### config.mk
export PLATFORM = sky130hd
export DESIGN_NAME = date_timestamp_text_parser_core
export DESIGN_NICKNAME = d
export VERILOG_FILES = /design/src/sv/dtp_pkg.sv /design/src/sv/date_timestamp_text_parser_core.sv
export SDC_FILE = /design/constraint.sdc
export NUM_CORES = 2
export LEC_CHECK = 0
export BUFFER_PORTS_ARGS = -buffer_cell sky130_fd_sc_hd__clkbuf_2
export CORE_MARGIN = 5
export CORE_UTILIZATION = 35
export DETAILED_ROUTE_END_ITERATION = 16
export PLACE_DENSITY = 0.47
export SLEW_MARGIN = 20
export SYNTH_ARGS = -nofsm -noshare
export SYNTH_HDL_FRONTEND = slang
export SYNTH_SLANG_ARGS = --single-unit
### constraint.sdc
create_clock -name clk -period 28.1 [get_ports clk]
set_input_delay 1.405 -clock clk [delete_from_list [all_inputs] [get_ports clk]]
set_output_delay 1.405 -clock clk [all_outputs]
set_load 0.01 [all_outputs]
### src/sv/dtp_pkg.sv
// Shared types, constants and lookup functions of the date and timestamp text parser.
package dtp_pkg;

	// Default number of fraction digits accepted after the dot.
	localparam int FRACTION_DIGITS_DEF = 6;

	// Character codes.
	localparam logic [7:0] CH_ZERO  = 8'h30;
	localparam logic [7:0] CH_NINE  = 8'h39;
	localparam logic [7:0] CH_DASH  = 8'h2D;
	localparam logic [7:0] CH_COLON = 8'h3A;
	localparam logic [7:0] CH_DOT   = 8'h2E;
	localparam logic [7:0] CH_T     = 8'h54;
	localparam logic [7:0] CH_SPACE = 8'h20;

	// Text lengths and positions.
	localparam int POS_W    = 5;
	localparam int DATE_LEN = 10;
	localparam int TIME_LEN = 19;
	localparam int FRAC_POS = 20;

	// Field and datapath widths.
	localparam int ACC_W    = 7;
	localparam int US_W     = 20;
	localparam int DAY_W    = 23;
	localparam int HMS_W    = 17;
	localparam int SEC_W    = 39;
	localparam int SEC_LO_W = 20;
	localparam int VAL_W    = 59;

	// Arithmetic constants.
	localparam int US_DIGITS     = 6;
	localparam int US_PER_SEC    = 1000000;
	localparam int SEC_PER_DAY   = 86400;
	localparam int SEC_PER_HOUR  = 3600;
	localparam int SEC_PER_MIN   = 60;
	localparam int DAYS_PER_CENT = 36524;
	localparam int DAYS_PER_YEAR = 365;
	// Offset of 1970-01-01 in the March-based day count, plus one for the 1-based day.
	localparam int EPOCH_SHIFT   = 719469;
	localparam int MAX_HOUR      = 23;
	localparam int MAX_MIN_SEC   = 59;

	// Accumulators of the value being read. The year is kept as two two-digit halves.
	typedef struct packed {
		logic [POS_W-1:0] pos;
		logic             err;
		logic [ACC_W-1:0] year_hi;
		logic [ACC_W-1:0] year_lo;
		logic [ACC_W-1:0] month;
		logic [ACC_W-1:0] day;
		logic [ACC_W-1:0] hour;
		logic [ACC_W-1:0] minute;
		logic [ACC_W-1:0] second;
		logic [US_W-1:0]  frac;
	} acc_t;

	// Shift one decimal digit into a two-digit accumulator.
	function automatic logic [ACC_W-1:0] add_digit(input logic [ACC_W-1:0] acc,
			input logic [3:0] dig);
		return ACC_W'(acc * ACC_W'(10) + ACC_W'(dig));
	endfunction

	// Shift one decimal digit into the fraction accumulator.
	function automatic logic [US_W-1:0] add_frac_digit(input logic [US_W-1:0] acc,
			input logic [3:0] dig);
		return US_W'(acc * US_W'(10) + US_W'(dig));
	endfunction

	// Days in a month, with February set by the leap flag.
	function automatic logic [4:0] month_days(input logic [3:0] mon, input logic leap);
		logic [4:0] len;
		unique case (mon)
			4'd2:                    len = leap ? 5'd29 : 5'd28;
			4'd4, 4'd6, 4'd9, 4'd11: len = 5'd30;
			default:                 len = 5'd31;
		endcase
		return len;
	endfunction

	// First day of a month in a year that starts in March.
	function automatic logic [8:0] month_start(input logic [3:0] mp);
		logic [8:0] start;
		unique case (mp)
			4'd0:    start = 9'd0;
			4'd1:    start = 9'd31;
			4'd2:    start = 9'd61;
			4'd3:    start = 9'd92;
			4'd4:    start = 9'd122;
			4'd5:    start = 9'd153;
			4'd6:    start = 9'd184;
			4'd7:    start = 9'd214;
			4'd8:    start = 9'd245;
			4'd9:    start = 9'd275;
			4'd10:   start = 9'd306;
			4'd11:   start = 9'd337;
			default: start = 9'd0;
		endcase
		return start;
	endfunction

	// Factor that turns a fraction with the given digit count into microseconds.
	function automatic logic [US_W-1:0] frac_scale(input logic [3:0] cnt);
		logic [US_W-1:0] scale;
		unique case (cnt)
			4'd0:    scale = US_W'(1000000);
			4'd1:    scale = US_W'(100000);
			4'd2:    scale = US_W'(10000);
			4'd3:    scale = US_W'(1000);
			4'd4:    scale = US_W'(100);
			4'd5:    scale = US_W'(10);
			default: scale = US_W'(1);
		endcase
		return scale;
	endfunction

endpackage

### src/sv/date_timestamp_text_parser_core.sv
// Top level of the date and timestamp text parser: character scan and result pipeline.
// Throughput: one character word per cycle unless the output stalls; the scan of each
// character updates small accumulators in the cycle it is accepted.
// The result word passes through five registers after the last character is accepted
// (stages 1 to 5, the day and microsecond arithmetic split over them).
// The whole pipeline stalls only while a result waits on the output with out_ready low.
// Reset clears the scan accumulators and pipeline valid bits and sets parse_mode to 1.
module date_timestamp_text_parser_core #(
	parameter int FRACTION_DIGITS = dtp_pkg::FRACTION_DIGITS_DEF
) (
	input  logic                     clk,
	input  logic                     arst_n,
	input  logic                     cfg_wr_en,
	input  logic                     cfg_wr_data,
	input  logic                     in_valid,
	output logic                     in_ready,
	input  logic [7:0]               char_code,
	input  logic                     last_char,
	output logic                     out_valid,
	input  logic                     out_ready,
	output logic                     status,
	output logic signed [dtp_pkg::VAL_W-1:0] epoch_value
);
	import dtp_pkg::*;

	localparam int CNT_W = $clog2(FRACTION_DIGITS + 1);
	localparam int MAX_LEN = FRAC_POS + FRACTION_DIGITS;
	localparam int PHI_W = VAL_W - SEC_LO_W;
	localparam int PLO_W = SEC_LO_W + US_W;

	logic             mode_q;
	acc_t             acc_q, acc_d;
	logic [CNT_W-1:0] fcnt_q, fcnt_d;
	logic             en;
	logic             in_fire;
	logic             is_dig;
	logic [3:0]       dig;
	logic [7:0]       dig_raw;

	// Stage 1: accumulators of a finished value.
	logic             v_s1, mode_s1;
	acc_t             acc_s1;
	logic [CNT_W-1:0] fcnt_s1;

	// Stage 2: checks, day count, time of day, scaled fraction.
	logic                    v_s2, mode_s2, bad_s2;
	logic signed [DAY_W-1:0] days_s2;
	logic [HMS_W-1:0]        hms_s2;
	logic [US_W-1:0]         frac_s2;

	// Stage 3: total seconds.
	logic                    v_s3, mode_s3, bad_s3;
	logic signed [DAY_W-1:0] days_s3;
	logic [SEC_W-1:0]        secs_s3;
	logic [US_W-1:0]         frac_s3;

	// Stage 4: partial products of the microsecond value.
	logic                    v_s4, mode_s4, bad_s4;
	logic signed [DAY_W-1:0] days_s4;
	logic [PHI_W-1:0]        phi_s4;
	logic [PLO_W-1:0]        plo_s4;
	logic [US_W-1:0]         frac_s4;

	// Stage 5: output register.
	logic                    v_s5, bad_s5;
	logic [VAL_W-1:0]        val_s5;

	// Pipeline advances unless a result is held on the output.
	assign en       = !v_s5 || out_ready;
	assign in_ready = en;
	assign in_fire  = in_valid && en;

	// Character classification.
	assign dig_raw = char_code - CH_ZERO;
	assign dig     = dig_raw[3:0];
	assign is_dig  = (char_code >= CH_ZERO) && (char_code <= CH_NINE);

	// Scan of one character at the current position.
	always_comb begin
		acc_d  = acc_q;
		fcnt_d = fcnt_q;
		priority if (acc_q.pos <= POS_W'(3)) begin
			if (!is_dig) acc_d.err = 1'b1;
			else if (!acc_q.pos[1]) acc_d.year_hi = add_digit(acc_q.year_hi, dig);
			else acc_d.year_lo = add_digit(acc_q.year_lo, dig);
		end else if (acc_q.pos == POS_W'(4) || acc_q.pos == POS_W'(7)) begin
			if (char_code != CH_DASH) acc_d.err = 1'b1;
		end else if (acc_q.pos == POS_W'(5) || acc_q.pos == POS_W'(6)) begin
			if (is_dig) acc_d.month = add_digit(acc_q.month, dig);
			else acc_d.err = 1'b1;
		end else if (acc_q.pos == POS_W'(8) || acc_q.pos == POS_W'(9)) begin
			if (is_dig) acc_d.day = add_digit(acc_q.day, dig);
			else acc_d.err = 1'b1;
		end else if (acc_q.pos == POS_W'(10)) begin
			if (char_code != CH_SPACE && char_code != CH_T) acc_d.err = 1'b1;
		end else if (acc_q.pos == POS_W'(11) || acc_q.pos == POS_W'(12)) begin
			if (is_dig) acc_d.hour = add_digit(acc_q.hour, dig);
			else acc_d.err = 1'b1;
		end else if (acc_q.pos == POS_W'(13) || acc_q.pos == POS_W'(16)) begin
			if (char_code != CH_COLON) acc_d.err = 1'b1;
		end else if (acc_q.pos == POS_W'(14) || acc_q.pos == POS_W'(15)) begin
			if (is_dig) acc_d.minute = add_digit(acc_q.minute, dig);
			else acc_d.err = 1'b1;
		end else if (acc_q.pos == POS_W'(17) || acc_q.pos == POS_W'(18)) begin
			if (is_dig) acc_d.second = add_digit(acc_q.second, dig);
			else acc_d.err = 1'b1;
		end else if (acc_q.pos == POS_W'(19)) begin
			if (char_code != CH_DOT) acc_d.err = 1'b1;
		end else if (int'(acc_q.pos) < MAX_LEN) begin
			if (!is_dig) begin
				acc_d.err = 1'b1;
			end else begin
				// Digits past the sixth are checked and dropped.
				if (int'(fcnt_q) < US_DIGITS) acc_d.frac = add_frac_digit(acc_q.frac, dig);
				fcnt_d = fcnt_q + CNT_W'(1);
			end
		end else begin
			acc_d.err = 1'b1;
		end
		// Position saturates at its largest value.
		if (acc_q.pos != '1) acc_d.pos = acc_q.pos + POS_W'(1);
	end

	// Mode register and accumulators; a last character starts a new value.
	always_ff @(posedge clk or negedge arst_n) begin
		if (!arst_n) begin
			mode_q <= 1'b1;
			acc_q  <= '0;
			fcnt_q <= '0;
		end else begin
			if (cfg_wr_en) mode_q <= cfg_wr_data;
			if (in_fire) begin
				if (last_char) begin
					acc_q  <= '0;
					fcnt_q <= '0;
				end else begin
					acc_q  <= acc_d;
					fcnt_q <= fcnt_d;
				end
			end
		end
	end

	// Stage 2 logic: field checks and day count from March-based years.
	logic                    leap_c, bad_c, borrow_c;
	logic [4:0]              dim_c;
	logic signed [7:0]       cent_c;
	logic [ACC_W-1:0]        ylo_c;
	logic [3:0]              mp_c;
	logic signed [DAY_W-1:0] days_c;
	logic [HMS_W-1:0]        hms_c;
	logic [2*US_W-1:0]       frac_prod_c;

	always_comb begin
		leap_c = (acc_s1.year_lo != '0) ? (acc_s1.year_lo[1:0] == 2'b00)
			: (acc_s1.year_hi[1:0] == 2'b00);
		dim_c  = month_days(acc_s1.month[3:0], leap_c);
		bad_c  = acc_s1.err;
		if (!mode_s1) begin
			if (acc_s1.pos != POS_W'(DATE_LEN)) bad_c = 1'b1;
		end else begin
			if (acc_s1.pos < POS_W'(TIME_LEN) || acc_s1.pos == POS_W'(FRAC_POS)
					|| int'(acc_s1.pos) > MAX_LEN) bad_c = 1'b1;
			if (acc_s1.hour > ACC_W'(MAX_HOUR) || acc_s1.minute > ACC_W'(MAX_MIN_SEC)
					|| acc_s1.second > ACC_W'(MAX_MIN_SEC)) bad_c = 1'b1;
		end
		if (acc_s1.month < ACC_W'(1) || acc_s1.month > ACC_W'(12)) bad_c = 1'b1;
		else if (acc_s1.day < ACC_W'(1) || acc_s1.day > ACC_W'(dim_c)) bad_c = 1'b1;

		// January and February belong to the previous year.
		borrow_c = 1'b0;
		ylo_c    = acc_s1.year_lo;
		if (acc_s1.month <= ACC_W'(2)) begin
			mp_c = 4'(acc_s1.month + ACC_W'(9));
			if (acc_s1.year_lo != '0) begin
				ylo_c = acc_s1.year_lo - ACC_W'(1);
			end else begin
				ylo_c    = ACC_W'(99);
				borrow_c = 1'b1;
			end
		end else begin
			mp_c = 4'(acc_s1.month - ACC_W'(3));
		end
		cent_c = $signed({1'b0, acc_s1.year_hi}) - (borrow_c ? 8'sd1 : 8'sd0);

		days_c = DAY_W'(DAY_W'(cent_c) * DAY_W'(DAYS_PER_CENT))
			+ DAY_W'(cent_c >>> 2)
			+ DAY_W'(DAY_W'(ylo_c) * DAY_W'(DAYS_PER_YEAR))
			+ DAY_W'(ylo_c >> 2)
			+ DAY_W'(month_start(mp_c))
			+ DAY_W'(acc_s1.day)
			- DAY_W'(EPOCH_SHIFT);

		hms_c = HMS_W'(HMS_W'(acc_s1.hour) * HMS_W'(SEC_PER_HOUR))
			+ HMS_W'(HMS_W'(acc_s1.minute) * HMS_W'(SEC_PER_MIN))
			+ HMS_W'(acc_s1.second);

		frac_prod_c = acc_s1.frac * frac_scale(4'(fcnt_s1));
	end

	// Stage 3 logic: seconds since the epoch.
	logic [SEC_W-1:0] secs_c;
	assign secs_c = SEC_W'(SEC_W'(days_s2) * SEC_W'(SEC_PER_DAY)) + SEC_W'(hms_s2);

	// Stage 4 logic: seconds split into halves, each scaled to microseconds.
	logic signed [SEC_W-SEC_LO_W-1:0] shi_c;
	logic [SEC_LO_W-1:0]              slo_c;
	logic [PHI_W-1:0]                 phi_c;
	logic [PLO_W-1:0]                 plo_c;
	assign shi_c = $signed(secs_s3[SEC_W-1:SEC_LO_W]);
	assign slo_c = secs_s3[SEC_LO_W-1:0];
	assign phi_c = PHI_W'(PHI_W'(shi_c) * PHI_W'(US_PER_SEC));
	assign plo_c = PLO_W'(PLO_W'(slo_c) * PLO_W'(US_PER_SEC));

	// Stage 5 logic: final sum and mode select; an invalid value reads as zero.
	logic [VAL_W-1:0] val_c;
	always_comb begin
		if (bad_s4) val_c = '0;
		else if (mode_s4) val_c = {phi_s4, {SEC_LO_W{1'b0}}} + VAL_W'(plo_s4) + VAL_W'(frac_s4);
		else val_c = VAL_W'(days_s4);
	end

	// Pipeline valid bits.
	always_ff @(posedge clk or negedge arst_n) begin
		if (!arst_n) begin
			v_s1 <= 1'b0;
			v_s2 <= 1'b0;
			v_s3 <= 1'b0;
			v_s4 <= 1'b0;
			v_s5 <= 1'b0;
		end else if (en) begin
			v_s1 <= in_valid && last_char;
			v_s2 <= v_s1;
			v_s3 <= v_s2;
			v_s4 <= v_s3;
			v_s5 <= v_s4;
		end
	end

	// Pipeline payload.
	always_ff @(posedge clk) begin
		if (en) begin
			acc_s1  <= acc_d;
			fcnt_s1 <= fcnt_d;
			mode_s1 <= mode_q;

			mode_s2 <= mode_s1;
			bad_s2  <= bad_c;
			days_s2 <= days_c;
			hms_s2  <= hms_c;
			frac_s2 <= frac_prod_c[US_W-1:0];

			mode_s3 <= mode_s2;
			bad_s3  <= bad_s2;
			days_s3 <= days_s2;
			secs_s3 <= secs_c;
			frac_s3 <= frac_s2;

			mode_s4 <= mode_s3;
			bad_s4  <= bad_s3;
			days_s4 <= days_s3;
			phi_s4  <= phi_c;
			plo_s4  <= plo_c;
			frac_s4 <= frac_s3;

			bad_s5  <= bad_s4;
			val_s5  <= val_c;
		end
	end

	assign out_valid   = v_s5;
	assign status      = bad_s5;
	assign epoch_value = $signed(val_s5);

	// An invalid result always carries a zero value.
	a_bad_zero: assert property (@(posedge clk) disable iff (!arst_n)
		out_valid && status |-> epoch_value == '0)
		else $error("invalid result with nonzero value");

	// The last character of a value restarts the scan at position zero.
	a_last_clears: assert property (@(posedge clk) disable iff (!arst_n)
		in_valid && in_ready && last_char |=> acc_q.pos == '0 && !acc_q.err)
		else $error("scan state not cleared after last character");

	// A format error seen in the scan marks the result invalid.
	a_err_to_bad: assert property (@(posedge clk) disable iff (!arst_n)
		en && v_s1 && acc_s1.err |=> v_s2 && bad_s2)
		else $error("format error lost in pipeline");

	// The position counter saturates instead of wrapping.
	a_pos_sat: assert property (@(posedge clk) disable iff (!arst_n)
		in_valid && in_ready && !last_char && acc_q.pos == '1 |=> acc_q.pos == '1)
		else $error("character position wrapped");

endmodule

**Yosys cells after proc, flatten, opt, wreduce, memory -nomap -nowiden**

Memories as Yosys holds them, arrays and structs flattened.
Cells that the tools add are included.

- $add $sub $neg: 26
- Multipliers: 16
- Magnitude comparators: 15
- Equality and inequality tests: 34
- Multiplexer cells: 73
- Reduce and logical (&&, ||, !) cells: 25

Operators by type and width:

| cell | count |
|---|---|
| $pmux 20 s6 | 1 |
| $mux 55 | 2 |
| $mux 20 | 5 |
| $mux 7 | 14 |
| $mux 41 | 2 |
| $mux 75 | 1 |
| $mux 34 | 2 |
| $add 59x20->59 | 1 |
| $add 59x40->59 | 1 |
| $mux 59 | 1 |
| $add 7x4->7 | 7 |
| $mul 7x3->6 const B | 7 |
| $mux 48 | 1 |
| $eq 5x4->1 const B | 8 |
| $add 39x17->39 | 1 |
| $mux 3 | 13 |
| $mul 20x14->34 const B | 1 |
| $mul 19x15->33 const B | 1 |
| $mul 23x11->32 const B | 1 |
| $ne 8x6->1 const B | 4 |
| $mux 14 | 2 |
| $mux 27 | 1 |
| $eq 5x5->1 const B | 5 |
| $mux 1 | 25 |
| other kinds (55) | 82 |

- Bits in registers: 481
- Bits in read-only memories: 144
- Input port bits: 15
- Output and inout port bits: 62
- Logic and storage cells: 237
- Memories kept: 1

Memories:

| memory | words | bits a word | read ports | clocked after Yosys merged registers in | wr ports | line | source |
|---|---|---|---|---|---|---|---|
| (name not given) | 16 | 9 | 1 | 0 | 0 | dtp_pkg.sv:84 | `unique case (mp)` |

**Logic depth before layout (Yosys ltp)**

- Depth in word-level cells: 16
- Mapped depth: 40
- Gate-level depth less buffers: 40

**Worst setup path after synthesis**

No wires, ideal clock.

- Path kind: input to register
- Start: in out_ready
- End: reg acc_q[70] in the netlist's numbering
- Setup time: 0.083 ns
- Arrival: 11.752 ns
- Required time: 28.017 ns
- Path slack: 16.265 ns
- Stages: 7
- Buffers on the path: 1
- Cells stage by stage: nor2b_1 inv_1 nand2_1 nor2_1 clkbuf_1 nand2_1 o21ai_0

- Longest elaborated chain between the ends: 2

Ends and longest elaborated chain:

| item | line | source |
|---|---|---|
| from (decl) | date_timestamp_text_parser_core.sv:20 | `input logic out_ready,` |
| $logic_or 1x1->1 | date_timestamp_text_parser_core.sv:69 | `assign en = !v_s5 \|\| out_ready;` |
| net in_ready | date_timestamp_text_parser_core.sv:16 | `output logic in_ready,` |
| $logic_and 1x1->1 | date_timestamp_text_parser_core.sv:71 | `assign in_fire = in_valid && en;` |
| to (signal assigned) | date_timestamp_text_parser_core.sv:128 | `acc_q <= '0;` |
| to (signal assigned) | date_timestamp_text_parser_core.sv:134 | `acc_q <= '0;` |
| to (signal assigned) | date_timestamp_text_parser_core.sv:137 | `acc_q <= acc_d;` |
| to (decl) | date_timestamp_text_parser_core.sv:32 | `acc_t acc_q, acc_d;` |

The timed path passes the listed nets, and every way through them passes these cells.
A chain may end at the register's enable or synchronous reset.

**Final worst setup path**

- Start: reg acc_s1[57] in the netlist's numbering
- End: reg days_s2[22], data pin

- Longest elaborated chain between the ends: 12
- Elaborated cells on any way between the ends: 16
- Those cells by class: 8 x add/sub; 2 x mul; 5 x mux; 1 x reduce/logical

Ends and longest elaborated chain:

| item | line | source |
|---|---|---|
| from (decl) | date_timestamp_text_parser_core.sv:42 | `acc_t acc_s1;` |
| from (signal assigned) | date_timestamp_text_parser_core.sv:243 | `acc_s1 <= acc_d;` |
| $reduce_bool 7->1 | date_timestamp_text_parser_core.sv:175 | `if (acc_s1.year_lo != '0) begin` |
| $mux 1 | date_timestamp_text_parser_core.sv:175 |  |
| $mux 1 | date_timestamp_text_parser_core.sv:173 | `if (acc_s1.month <= ACC_W'(2)) begin` |
| $mux 1 | date_timestamp_text_parser_core.sv:184 | `cent_c = $signed({1'b0, acc_s1.year_hi}) - (borrow_c ? 8'sd1 : 8'sd0);` |
| $sub 7x1->8 | date_timestamp_text_parser_core.sv:184 |  |
| $mul 8x15->21 | date_timestamp_text_parser_core.sv:186 | `days_c = DAY_W'(DAY_W'(cent_c) * DAY_W'(DAYS_PER_CENT))` |
| $add 23x23->23 | date_timestamp_text_parser_core.sv:187 | `+ DAY_W'(cent_c >>> 2)` |
| $add 23x16->23 | date_timestamp_text_parser_core.sv:188 | `+ DAY_W'(DAY_W'(ylo_c) * DAY_W'(DAYS_PER_YEAR))` |
| $add 23x5->23 (*) | date_timestamp_text_parser_core.sv:189 | `+ DAY_W'(ylo_c >> 2)` |
| $add 23x9->23 (*) | date_timestamp_text_parser_core.sv:190 | `+ DAY_W'(month_start(mp_c))` |
| $add 23x7->23 (*) | date_timestamp_text_parser_core.sv:191 | `+ DAY_W'(acc_s1.day)` |
| $sub 23x20->23 (*) | date_timestamp_text_parser_core.sv:192 | `- DAY_W'(EPOCH_SHIFT);` |
| net days_c[22] | date_timestamp_text_parser_core.sv:150 | `logic signed [DAY_W-1:0] days_c;` |
| to (signal assigned) | date_timestamp_text_parser_core.sv:249 | `days_s2 <= days_c;` |
| to (decl) | date_timestamp_text_parser_core.sv:47 | `logic signed [DAY_W-1:0] days_s2;` |

Mark *: on every way through the listed nets, which the timed path passes. The rest lies on a longest branch.

==> run_results.csv <==
group,metric,value,unit
synth,ys_ff_latch,481,
synth,synth_area_leader_cell,"edfxtp_1",
critical_path,cp_common_cell,"inv_1",
critical_path,critPathArrivalTime,10.38,ns
clock_network,cts-resized-gates,0,
synth,yosys-top-cells-count,"ha_1, inv_1, fa_1",
critical_path,cp-start-kind,"register",
critical_path,rrSetupSlack,18.10,ns
synth,synth_top_area_share,24.4,%
sta,drv_slew,0,
floorplan,initial_utilization,35.1,%
floorplan,io_pins,77,
critical_path,crit_slowest_cell,"fa_1",
clock_network,cts.clk_slew.worst_paths,0.07,ns
sta,max_freq,0.100,GHz
critical_path,required,28.48,ns
critical_path,critPathKind,"register to register",
synth,ys_top_cells_by_area,"edfxtp_1, ha_1, fa_1, inv_1, xnor2_1",
route,vias,30700,
grt,grt_max_degree,163,
sta,worstMarginPinSlew,1.06,ns
route,viasPerCell,4.71,
sta,setup-tns-final,0,ns
cells_and_area,fin_area,0.0534,mm²
sta,skew,0.0250,ns
critical_path,r2r_cells,40,
cells_and_area,fillers,13800,
min_path,hold_depth,0,
cells_and_area,area_growth,9.26,%
synth,avgSynthCellArea,10.8,µm²
clock_network,cts_hold_buf,0,
sta,slew_headroom,29.3,%
place,dpl.hpwl,85.7,mm
synth,post-synth-top-count-cell,"ha_1",
cells_and_area,final_nets,5852,
sta,min_period,10.0,ns
clock_network,cts.htree.levels,2,
clock_network,clk_latency,0.65,ns
synth,synth_warnings,0,
route,initialDrtViolationCount,1289,
sta,rsz0062_at_grt,"no",
floorplan,dieArea,0.147,mm²
floorplan,fp-row-count,137,
cells_and_area,multi_input_area,0.0317,mm²
floorplan,fp.dieW,384,µm
critical_path,slowest_delay,0.53,ns
critical_path,r2r-end,"days_s2[22]",
synth,synth-main-ff-cell,"edfxtp_1",
critical_path,cp-end-kind,"register",
synth,netlist_area,0.0489,mm²
route,wirelength,106,mm
clock_network,numClockSinks,481,
run,maxCapViolations,0,
grt,antenna_found_initial,4,
clock_network,cts.path.max_buffers,3,
sta,setup_viol,0,
cells_and_area,seq_area,0.0140,mm²
place,place_congestion,0.819,
place,io_buffers,76,
synth,synth-seq-area-share,28.7,%
grt,grt_pass1_vias,31900,
grt,grt_usage,14.7,%
floorplan,fp.dieH,384,µm
clock_network,cts_root_buf,"clkbuf_16",
floorplan,core_area,0.139,mm²
synth,synthCells,4523,
sta,finalHoldViolations,0,
sta,period_share,35.6,%
clock_network,cts_buffers,57,
route,dr.pass1.iters,7,
synth,synth-edff-count,397,
grt,grt_pass1_wl,175,mm
place,dpl-instance-area,0.0515,mm²
synth,synthesis.nets,5778,
route,post_drt_wl_per_cell,16.3,µm
critical_path,worstPathMaxFanout,6,
min_path,holdPathEnd,"secs_s3[3]",
route,route.detailed.drc,0,
synth,async_flop_share,17.5,%
grt,overflow,0,
route,antenna_left,0,
critical_path,reg2reg_from,"acc_s1[57]",
clock_network,cts_tree,"yes",
min_path,holdCritStartpoint,"hms_s2[3]",
status,status,"finished, final reports clean",
cells_and_area,drive_above_1_share,5.88,%
synth,yosysUniqueCellTypes,90,
clock_network,cts_setup_buffers,0,
min_path,hp-class,"register to register",
## critical path, delay by kind of cell (launching register included)
kind / cells / cell delay (ns)
fa+ha+maj: 12 / 4.68
simple gates: 11 / 1.79
compound gates: 6 / 1.36
xor+xnor: 3 / 0.79
buf+inv: 8 / 0.67
flops: 1 / 0.43
## cell usage in the layout, fill, tap and decap left out, types with 58 or more instances in the layout
cell type,count
ha_1,774
inv_1,761
fa_1,466
edfxtp_1,397
xnor2_1,275
nand2_1,235
a21oi_1,204
nor2_1,193
o21ai_0,95
xor2_1,85
dfrtp_1,83
clkbuf_2,75
a22o_1,74
a21o_1,66
nand3_1,60
nor3_1,58
clkbuf_16,58
## final cells by class
type	instances	share of cell area, %
antenna	1	0.00468
clock buffer	70	2.87
clock inverter	36	0.679
inverter	763	5.37
multi-input combinational	3198	59.4
sequential	481	26.2
tap	1876	4.39
timing repair buffer	96	1.04
## kinds of logic (layout without fill, tap and decap cells)
group	count (synthesis)	count (layout)	share of synthesized area (%)
simple gates	843	843	8.54
other cells	0	1	0
compound gates	680	680	9.33
buf+inv	844	965	6.49
mux	74	74	1.64
flops	481	481	28.7
fa+ha+maj	1240	1240	38.9
xor+xnor	361	361	6.46
## stage by stage
step | hold slack (ns) | util, % | worst slack (ns) | cells
after global routing | 0.419 | 38.4 | 17.29 | 6520
after floorplan | 0.400 | - | 16.27 | 4523
after global placement | 0.402 | 37.0 | 18.24 | 6414
after CTS | 0.408 | 38.4 | 18.09 | 6520
final | 0.414 | 38.4 | 18.10 | 6521
after detailed placement | 0.405 | 37.0 | 18.08 | 6414
## state kept, by name, indices dropped and copies added, names as in the netlist, 3 cells and up
name	count
acc_q	75
acc_s1	75
days_s2	23
days_s3	23
days_s4	23
epoch_value	59
fcnt_q	3
fcnt_s1	3
frac_s2	20
frac_s3	20
frac_s4	20
hms_s2	17
phi_s4	33
plo_s4	34
secs_s3	39
## routing by layer
| layer | up-vias | GRT usage, % | wire, µm |
|---|---|---|---|
| li1 | 15500 | - | - |
| met2 | 313 | 24.2 | 48800 |
| met5 | - | 0 | 13 |
| met3 | 111 | 1.95 | 3310 |
| met1 | 14700 | 20.5 | 51900 |
| met4 | 2 | 3.53 | 2440 |
## worst max-delay path by stage
| stage | from | endpoint | slack [ns] | cells after the start |
|---|---|---|---|---|
| finish | acc_s1[57] | days_s2[22] | 18.10 | 40 |
| CTS | acc_s1[57] | days_s2[22] | 18.09 | 40 |
| global placement | acc_s1[57] | days_s2[22] | 18.24 | 40 |
| detailed placement | acc_s1[57] | days_s2[22] | 18.08 | 40 |
| global route | acc_s1[57] | days_s2[22] | 17.29 | 40 |
| floorplan | out_ready | acc_q[70] | 16.27 | 7 |
Power is not shown: default switching activity piles up to over one toggle a cycle in this logic, so the estimate is an artifact.
